<file path="config.mk">
export PLATFORM = sky130hd
export DESIGN_NAME = tpa_cell
export DESIGN_NICKNAME = d
export VERILOG_FILES = /design/src/sv/assert_macros.svh /design/src/sv/tpa_pkg.sv /design/src/sv/tpa_cell.sv
export SDC_FILE = /design/constraint.sdc
export NUM_CORES = 1
export LEC_CHECK = 0
export CELL_PAD_IN_SITES_DETAIL_PLACEMENT = 0
export CELL_PAD_IN_SITES_GLOBAL_PLACEMENT = 1
export CORE_MARGIN = 1.5
export CORE_UTILIZATION = 47
export CTS_CLUSTER_SIZE = 20
export DETAILED_ROUTE_END_ITERATION = 6
export DONT_BUFFER_PORTS = 1
export PLACE_DENSITY_LB_ADDON = 0.1
export SKIP_CTS_REPAIR_TIMING = 1
export SYNTH_ARGS = -nofsm -noshare
export SYNTH_HDL_FRONTEND = slang
export SYNTH_SLANG_ARGS = --single-unit
</file>
<file path="constraint.sdc">
create_clock -name clk -period 3.8 [get_ports clk]
set_input_delay 0.57 -clock clk [delete_from_list [all_inputs] [get_ports clk]]
set_output_delay 0.57 -clock clk [all_outputs]
set_load 0.1 [all_outputs]
</file>
<file path="src/sv/assert_macros.svh">
// ----------------------------------------------------------------------------
// Assertion macros
// Shared concurrent assertion wrappers for the pool allocator RTL.
// ----------------------------------------------------------------------------
`ifndef ASSERT_MACROS_SVH
`define ASSERT_MACROS_SVH

`ifndef SYNTHESIS

`define ASSERT_CLK(lbl, clk, rst_n, prop, msg) \
    lbl: assert property (@(posedge clk) disable iff (!rst_n) prop) else $error(msg);

`define ASSERT_NEVER(lbl, clk, rst_n, cond, msg) \
    lbl: assert property (@(posedge clk) disable iff (!rst_n) !(cond)) else $error(msg);

`else

`define ASSERT_CLK(lbl, clk, rst_n, prop, msg)

`define ASSERT_NEVER(lbl, clk, rst_n, cond, msg)

`endif

`endif

</file>
<file path="src/sv/tpa_pkg.sv">
// ----------------------------------------------------------------------------
// Timed pool allocator package
// Field widths, payload structs and the scan token shared by the cell row.
// ----------------------------------------------------------------------------
package tpa_pkg;

    localparam int NUM_UNITS_DEF = 128;

    localparam int TIME_W = 20;
    localparam int WANT_W = 8;
    localparam int HOLD_W = 10;
    localparam int FREE_W = 21;
    localparam int SUM_W  = 14;
    localparam int CFG_W  = 8;

    // Wide enough to count up to 2047 units, more than the 255 that the active count allows.
    localparam int CNT_W  = 11;

    localparam logic [CFG_W-1:0] ACTIVE_RESET = 8'd128;

    typedef struct packed {
        logic [TIME_W-1:0] request_time;
        logic [WANT_W-1:0] units_wanted;
        logic [HOLD_W-1:0] hold_time;
    } in_t;

    typedef struct packed {
        logic             granted;
        logic [SUM_W-1:0] id_sum;
    } out_t;

    typedef struct packed {
        logic             valid;
        logic             grant;
        logic [CNT_W-1:0] cnt;
        logic [SUM_W-1:0] sum;
    } tok_t;

endpackage

</file>
<file path="src/sv/tpa_cell.sv">
// ----------------------------------------------------------------------------
// Pool allocator cell
// Holds the free time of one unit and updates the scan token passing through.
// ----------------------------------------------------------------------------
module tpa_cell #(
    parameter int CELL_IDX = 0
) (
    input  logic                       clk,
    input  logic                       rst_n,
    input  tpa_pkg::tok_t              tok_in,
    output tpa_pkg::tok_t              tok_out,
    input  logic [tpa_pkg::TIME_W-1:0] now,
    input  logic [tpa_pkg::FREE_W-1:0] busy_end,
    input  logic [tpa_pkg::WANT_W-1:0] want,
    input  logic [tpa_pkg::CFG_W-1:0]  active_units
);
    import tpa_pkg::*;

    logic [FREE_W-1:0] free_at_reg;
    logic [FREE_W-1:0] free_at_next;
    tok_t              tok_reg;
    tok_t              tok_next;
    logic              active;
    logic              is_free;
    logic              take;

    assign active  = CNT_W'(CELL_IDX) < CNT_W'(active_units);
    assign is_free = active && (free_at_reg <= FREE_W'(now));
    assign take    = tok_in.valid && tok_in.grant && is_free && (tok_in.cnt < CNT_W'(want));

    always_comb
    begin
        tok_next     = tok_in;
        free_at_next = free_at_reg;
        if (tok_in.valid && !tok_in.grant && is_free)
        begin
            tok_next.cnt = tok_in.cnt + CNT_W'(1);
        end
        if (take)
        begin
            tok_next.cnt = tok_in.cnt + CNT_W'(1);
            tok_next.sum = tok_in.sum + SUM_W'(CELL_IDX + 1);
            free_at_next = busy_end;
        end
    end

    always_ff @(posedge clk or negedge rst_n)
    begin
        if (!rst_n)
        begin
            free_at_reg <= '0;
            tok_reg     <= '0;
        end
        else
        begin
            free_at_reg <= free_at_next;
            tok_reg     <= tok_next;
        end
    end

    assign tok_out = tok_reg;

endmodule

</file>
After elaboration in Yosys (flattened, before gate mapping)
Index checks and enable logic that the tools add are counted.

cells by class
  $add $sub $neg = 2
  $mul = 0
  divide/modulo/power cells = 0
  order comparisons = 3
  eq/ne operators = 0
  shifts and indexed selects = 0
  muxes and demuxes = 2
  bitwise operators = 0
  reductions and logical operators = 7

operators by type and width
  cell                     number
  $mux W25                 1
  $le A21 B20 Y1           1
  $add A14 B1 Y14 const B  1
  $add A11 B1 Y11 const B  1
  $lt A11 B8 Y1            1
  $mux W11                 1
  $lt A1 B8 Y1 const A     1
  $logic_and A1 B1 Y1      6
  $logic_not A1 Y1         1

storage, ports and cells
  register bits after elaboration = 48
  bits in latches = 0
  RAM bits = 0
  memory bits (read-only) = 0
  bits of input ports = 86
  output and inout bits = 27
  logic and storage cells = 19
  memories kept = 0

Depth between registers and ports, before layout
Gate-level depths: netlist of run 1.

  word-level depth = 5
  depth in mapped cells = 10
  mapped depth without buffers = 9

Least setup slack after synthesis of run 1
Ideal clock, no wire load.

  path kind = input-to-reg
  start point = in now[18] (netlist bit)
  end point = reg free_at_reg[10]
  data arrival time = 2.773 ns
  setup slack = 0.902 ns
  stages on the path = 8
  buffers on the path = 1
  cell sequence = inv_1 > ha_1 > a21o_1 > a211o_1 > or4_4 > a211oi_4 > buf_6 > mux2_2

on the way
  cells in the longest elaborated chain, start to end = 4

RTL lines
  what                               RTL line        text
  start: declaration                 tpa_cell.sv:12  input logic [tpa_pkg::TIME_W-1:0] now,
  $le A21 B20 Y1                     tpa_cell.sv:28  assign is_free = active && (free_at_reg <= FREE_W'(now));
  $logic_and A1 B1 Y1                tpa_cell.sv:28
  $logic_and A1 B1 Y1 (2 in series)  tpa_cell.sv:29  assign take = tok_in.valid && tok_in.grant && is_free && (tok_in.cnt < CNT_W'(want));
  end signal: assignment             tpa_cell.sv:56  free_at_reg <= free_at_next;
  end: declaration                   tpa_cell.sv:19  logic [FREE_W-1:0] free_at_reg;

No other way between the ends.
A chain may end at the register's enable or synchronous reset.

Final worst setup path of run 1
  start point = reg free_at_reg[18]
  end point = reg free_at_reg[16]

on the way
  cells in the longest elaborated chain, start to end = 4

RTL lines
  what                               RTL line
  $le A21 B20 Y1                     tpa_cell.sv:28
  $logic_and A1 B1 Y1                tpa_cell.sv:28
  $logic_and A1 B1 Y1 (2 in series)  tpa_cell.sv:29

No other way between the ends.

==> impl_metrics.json, run 1 <==
{
  "outcome": "finished, final reports clean",
  "synth_edf_count": 0,
  "worst_clock_skew_ps": 8.17,
  "timing.final.hold_violations": 0,
  "ys_seq_area_share_pct": 44.9,
  "finalInstanceArea_um2": 2870,
  "io_pins": 113,
  "io_buffers": 0,
  "relSlewSlack_pct": 40.7,
  "synth_common_cells": "dfrtp_1 (48), ha_1 (29), inv_1 (28)",
  "leakagePower_nw": 1.39,
  "cp.required_ps": 3980,
  "ctsRootBufferMaster": "clkbuf_8",
  "clkTransAtPathRegs_ps": 90,
  "p_int_mw": 0.942,
  "post-route-period-util_pct": 72.8,
  "grt_max_degree": 49,
  "sw_frac_of_total_pct": 33.5,
  "tns_ps": 0,
  "ff_latch_area_um2": 1200,
  "fill_cells": 507,
  "r2r_start": "free_at_reg[18]$_DFFE_PN0P_",
  "avgSynthCellArea_um2": 11.1,
  "wl_met1_um": 2200,
  "synthArstFlopShare_pct": 100,
  "start_util_pct": 48.5,
  "power_frac_clock_pct": 25.6,
  "grt_pass1_vias": 1800,
  "drc_errors": 0,
  "syn_nets": 356,
  "startpoint_type": "flop",
  "synth_area_leaders": "dfrtp_1 (45%), ha_1 (14%), mux2_2 (8.8%), xnor2_1 (6.9%), inv_1 (3.9%)",
  "grt_use_total_pct": 17.6,
  "yosysUniqueCellTypes": 29,
  "die_width_um": 78.4,
  "layout-drive-gt1-share_pct": 13.7,
  "tritoncts": "yes",
  "synth_top_area_share_pct": 44.9,
  "yosysWarningCount": 0,
  "grt_pass1_wl_um": 8520,
  "reg2reg_slack_ps": 1030,
  "overflow": 0,
  "arrival_ps": 2950,
  "die_y_um": 78.4,
  "synth_compound_area_share_pct": 7.07,
  "routed-wl-met3_um": 421,
  "worstSetupPathType": "flop to flop",
  "nNetsFinal": 362,
  "syn_inst": 241,
  "core-area_um2": 5510,
  "fmax_mhz": 362,
  "path_max_fanout": 36,
  "powerDensity_nw_per_um2": 493,
  "p_comb_share_pct": 19.9,
  "dr_wl_met2_um": 2400,
  "viasPerCell": 5.48,
  "p_switching_mw": 0.475,
  "yosysMostFrequentCell": "dfrtp_1",
  "rows": 27,
  "clockBufferDepth": 2,
  "post-route-min-period_ps": 2770,
  "postRouteWirelength_um": 5090,
  "hp-class": "input port to asynchronous set/reset pin",
  "yosys.area.top_type": "dfrtp_1",
  "synth_fa_ha_area_share_pct": 13.6,
  "ys.flop_type": "dfrtp_1",
  "synth-xor-area-share_pct": 7.54,
  "maxSlewViolCount": 0,
  "clock_sinks": 48,
  "post-dp-hpwl_um": 3940,
  "setup_viol": 0,
  "synthMuxAreaShare_pct": 8.85,
  "netlist_area_um2": 2670,
  "dieArea_um2": 6150,
  "place_congestion": 0.765,
  "pwr-share-seq_pct": 54.5,
  "topRoutingLayerUsed": "met4",
  "antenna_found_initial": 0,
  "vias": 1754,
  "numCtsBuffers": 5,
  "worst_pin_slew_ps": 890,
  "ir_worst_vdd_uv": 230,
  "end_kind": "flop",
  "synth_seq_cells": 48,
  "rsz0062_at_grt": "no",
  "multiInputGateArea_um2": 1330,
  "r2r_cells": 7,
  "largest_reg_flops": 27,
  "synth_top_family_by_area": "adder cells",
  "yosys.area_share.simple_pct": 12.6,
  "clk_latency_ps": 300,
  "htreeDepth": 2,
  "ant_nets": 0,
  "antenna_cells": 0,
  "crit-reg2reg-capture": "free_at_reg[16]$_DFFE_PN0P_",
  "maxCapViolCount": 0,
  "first_iter_violations": 29,
  "dr.pass1.iters": 4,
  "syn2layout_area_growth_pct": 7.54,
  "wire_per_inst_um": 15.9,
  "post_dp_cell_area_um2": 2740
}
-- power groups by stage --
stage	sequential [mW]	combinational (mW)	clock, mW
global placement	0.783	0.264	0
detailed placement	0.786	0.271	0
finish	0.773	0.281	0.363
floorplan	0.770	0.229	0
global route	0.786	0.329	0.397
CTS	0.775	0.274	0.376
-- metrics by stage --
stage / hold WS, ps / setup slack (ps) / instances / util [%] / total power [mW]
6_report: 117 / 1030 / 320 / 52.2 / 1.42
5_1_grt: 121 / 924 / 320 / 52.2 / 1.51
4_1_cts: -56.0 / 1010 / 319 / 51.7 / 1.43
3_5_place_dp: 275 / 777 / 311 / 49.7 / 1.06
3_3_place_gp: 275 / 822 / 311 / 49.7 / 1.05
2_1_floorplan: 274 / 902 / 241 / - / 0.999
-- final cells by class --
class                           instances  area share (%)
Clock inverter                          2            1.22
Timing Repair Buffer                    3            1.48
Multi-Input combinational cell        161            46.2
Clock buffer                            6            2.53
Inverter                               28            3.66
Tap cell                               72            3.13
Sequential cell                        48            41.8
-- layer usage --
metal	up-vias	global-route usage, %
li1	861	-
met3	8	6.86
met5	-	0
met4	0	5.54
met1	822	22.4
met2	63	27.6
-- kinds of logic (layout without fill, tap and decap cells) --
logic type / count (synthesis) / in the layout
multiplexers: 21 / 21
AND/OR/NAND/NOR: 61 / 61
AO/OA/AOI/OAI: 27 / 27
XOR/XNOR: 23 / 23
flip-flops: 48 / 48
buffers and inverters: 32 / 39
adder cells (fa/ha/maj): 29 / 29
-- critical path: stages, from the launching register on --
cell and delay [ps]:
dfrtp_1 400, ha_1 290, a21o_1 180, a211o_1 280, or4_4 500, a211oi_4 200, buf_4 390, mux2_2 390
-- worst max path at each step --
stage	startpoint	to	slack, ps	cells after the start
after floorplan	now[18]	free_at_reg[10]$_DFFE_PN0P_	900	8
after global placement	now[18]	free_at_reg[2]$_DFFE_PN0P_	820	8
after detailed placement	now[18]	free_at_reg[9]$_DFFE_PN0P_	780	8
after CTS	free_at_reg[18]$_DFFE_PN0P_	free_at_reg[9]$_DFFE_PN0P_	1010	7
after global routing	free_at_reg[18]$_DFFE_PN0P_	free_at_reg[16]$_DFFE_PN0P_	920	7
final	free_at_reg[18]$_DFFE_PN0P_	free_at_reg[16]$_DFFE_PN0P_	1030	7
-- cell usage in the layout, fill, tap and decap left out --
cell type   n
nor4_1      4
nand2b_1    2
o21ai_0     4
and3_1      8
buf_4       2
and2_1      1
or2_2       1
nor2_1      2
clkinv_2    1
a21o_1      7
clkbuf_8    5
dfrtp_1    48
a211oi_4    1
inv_1      28
xor2_1      2
a211o_1     2
a31oi_1     1
a32oi_1     1
bufinv_16   1
xnor2_1    21
mux2_2     21
and4_1      2
nand3_1    15
clkbuf_1    1
ha_1       29
nand4b_1    1
a2111oi_0   1
a21oi_1     8
nand4_1    11
buf_16      1
nand2_1    13
a211oi_1    2
or4_4       1
Note: power is estimated with default switching activity, not from simulation.
==> run 2, diff against run 1 <==
--- a/config.mk
+++ b/config.mk
@@ -5,10 +5,11 @@
 export SDC_FILE = /design/constraint.sdc
 export NUM_CORES = 1
 export LEC_CHECK = 0
+export ABC_AREA = 1
 export CELL_PAD_IN_SITES_DETAIL_PLACEMENT = 0
 export CELL_PAD_IN_SITES_GLOBAL_PLACEMENT = 1
 export CORE_MARGIN = 1.5
-export CORE_UTILIZATION = 47
+export CORE_UTILIZATION = 40
 export CTS_CLUSTER_SIZE = 20
 export DETAILED_ROUTE_END_ITERATION = 6
 export DONT_BUFFER_PORTS = 1
==> constraint.sdc (replaced) <==
create_clock -name clk -period 2.5 [get_ports clk]
set_input_delay 0.375 -clock clk [delete_from_list [all_inputs] [get_ports clk]]
set_output_delay 0.375 -clock clk [all_outputs]
set_load 0.1 [all_outputs]
==> run 2 against run 1 <==
  * Sequential power grew 26%
  * Sequential share of layout area decreased by 6.6 points
  * Count of clock-buffer cells in the layout up 1
  * Highest routed layer unchanged
==> impl_metrics.json, run 2 <==
{
  "powerDensity_nw_per_um2": 480,
  "avgSynthCellArea_um2": 7.38,
  "synth_top_area_share_pct": 37.7,
  "dr_wl_met2_um": 3600,
  "ir_worst_vdd_uv": 301,
  "syn_inst": 432,
  "layout-drive-gt1-share_pct": 4.37,
  "clock_sinks": 48,
  "tns_ps": 0,
  "post-route-min-period_ps": 2070,
  "largest_reg_flops": 27,
  "yosysWarningCount": 0,
  "post-dp-hpwl_um": 5630,
  "end_kind": "flop",
  "cp_cell_sequence": "ha_1, nand2_1, nor3_1, nand4_1, a21oi_4, buf_4, nand2_2, nand2_1, nand2_1",
  "die_width_um": 92.3,
  "start_util_pct": 41.3,
  "die_y_um": 92.3,
  "finalInstanceArea_um2": 3410,
  "clkTransAtPathRegs_ps": 90,
  "ys.flop_type": "dfrtp_1",
  "first_iter_violations": 110,
  "worst_pin_slew_ps": 915,
  "min_from": "tok_in[26]",
  "synth_area_leaders": "dfrtp_1 (38%), nand2_1 (16%), ha_1 (11%), inv_1 (7.9%), nand3_1 (6.9%)",
  "crit_buf_inv": 1,
  "drc_errors": 0,
  "dr.pass1.iters": 4,
  "fill_cells": 840,
  "io_buffers": 0,
  "outcome": "finished, final reports clean",
  "rsz0062_at_grt": "no",
  "cp.required_ps": 2690,
  "synth_common_cells": "nand2_1 (137), inv_1 (67), dfrtp_1 (48)",
  "antenna_found_initial": 0,
  "synth_seq_cells": 48,
  "post-route-period-util_pct": 82.8,
  "yosys.area.top_type": "dfrtp_1",
  "ctsRootBufferMaster": "clkbuf_8",
  "layout.cells.non_filler": 537,
  "yosysMostFrequentCell": "nand2_1",
  "syn2layout_area_growth_pct": 6.99,
  "grt_use_total_pct": 18.3,
  "hold_end": "tok_out[26]$_DFF_PN0_",
  "relSlewSlack_pct": 39.0,
  "wire_per_inst_um": 13.6,
  "synthArstFlopShare_pct": 100,
  "place_ws_ps": 269,
  "nNetsFinal": 549,
  "overflow": 0,
  "routed-wl-met3_um": 457,
  "ant_nets": 0,
  "path_delay_family": "simple AND/OR/NAND/NOR gates",
  "reg2reg_slack_ps": 430,
  "postLayoutSetupSlackWorst_ps": 431,
  "maxCapViolCount": 0,
  "tritoncts": "yes",
  "leakagePower_nw": 1.93,
  "wl_met1_um": 3200,
  "synth_edf_count": 0,
  "postRouteWirelength_um": 7330,
  "arrival_ps": 2260,
  "placed_cells": 527,
  "numCtsBuffers": 5,
  "vias": 2631,
  "io_pins": 113,
  "post_dp_cell_area_um2": 3270,
  "cpMostUsedCell": "nand2_1",
  "timing.final.hold_violations": 0,
  "worstSetupPathType": "flop to flop",
  "startpoint_type": "flop",
  "hold_depth": 0,
  "dieArea_um2": 8510,
  "path_max_fanout": 21,
  "htreeDepth": 2,
  "yosysUniqueCellTypes": 25,
  "ys_seq_area_share_pct": 37.7,
  "crit_path_max_incr_delay_ps": 400,
  "setup_viol": 0,
  "fmax_mhz": 483,
  "multiInputGateArea_um2": 1650,
  "viasPerCell": 4.90,
  "hp-class": "input port to flop",
  "r2r_start": "free_at_reg[12]$_DFFE_PN0P_",
  "syn_nets": 547,
  "crit-reg2reg-capture": "tok_out[14]$_DFF_PN0_",
  "core-area_um2": 7730,
  "layout_commonest_cell": "nand2_1",
  "maxSlewViolCount": 0,
  "worst_clock_skew_ps": 7.25,
  "topRoutingLayerUsed": "met4",
  "place_congestion": 0.744,
  "clk_latency_ps": 300,
  "grt_max_degree": 49,
  "antenna_cells": 0,
  "crit_slowest_cell": "dfrtp_1",
  "crit_cells": 9,
  "grt_pass1_wl_um": 12300,
  "rows": 32,
  "ff_latch_area_um2": 1200,
  "netlist_area_um2": 3190,
  "grt_pass1_vias": 2659,
  "final_util_pct": 44.1,
  "r2r_cells": 9,
  "clockBufferDepth": 2,
  "final_cell_mix": "nand2_1 (137), inv_1 (67), dfrtp_1 (48)"
}
[run 2: changes by cell type after synthesis, sizes merged, moves of 6 or more]
cell / change
nand3: +29
nor3: +8
buf: +8
a21o: -6
xnor2: -11
and3: -7
nand2: +125
o21ai: +12
nor2: +21
xor2: +6
inv: +41
mux2: -21
[run 2: worst max path at each step]
stage	slack (ps)	start	end
finish	430	free_at_reg[12]$_DFFE_PN0P_	tok_out[14]$_DFF_PN0_
global placement	290	now[18]	tok_out[3]$_DFF_PN0_
CTS	290	free_at_reg[12]$_DFFE_PN0P_	tok_out[2]$_DFF_PN0_
detailed placement	270	now[16]	tok_out[3]$_DFF_PN0_
floorplan	740	now[8]	free_at_reg[10]$_DFFE_PN0P_
global route	200	free_at_reg[18]$_DFFE_PN0P_	tok_out[14]$_DFF_PN0_
[run 2: power by group]
part	internal, mW	switching (mW)
logic	0.0643	0.100
registers	0.797	0.181
clock network	0.225	0.270
[run 2: kinds of logic (layout without fill, tap and decap cells)]
family                     Yosys count  after routing  synth area share, %
and+or+nand+nor                    227            227                 30.3
buffers and inverters               82             85                 11.1
DFF                                 48             48                 37.7
adders and majority gates           29             29                 11.4
AOI/OAI and AO/OA                   28             28                 4.59
xor gates and xnor gates            18             18                 4.95
[run 2: stage by stage]
stage | hold slack [ps] | power [mW]
3_3_place_gp | 80.4 | 1.14
4_1_cts | -260 | 1.65
3_5_place_dp | 80.3 | 1.14
5_1_grt | 65.6 | 1.73
6_report | 89.9 | 1.64
2_1_floorplan | 79.4 | 1.11
[run 2: cell type report]
cell class	instances	area share (%)
sequential	48	35.2
clock buffer	7	2.53
clock inverter	1	0.220
multi-input combinational	302	48.4
tap	102	3.74
timing repair buffer	7	2.20
inverter	70	7.70
[run 2: worst reg2reg max path, stage by stage (launching register included)]
cell and delay [ps]:
dfrtp_1 400, ha_1 300, nand2_1 80, nor3_1 200
nand4_1 190, a21oi_4 210, buf_4 270, nand2_2 150
nand2_1 90, nand2_1 60
[run 2: metal layers]
layer  track usage [%]  up-vias
met5                 0        -
li1                  -     1360
met2              32.4       84
met1              22.1     1182
met4              3.85        0
met3              5.14        5
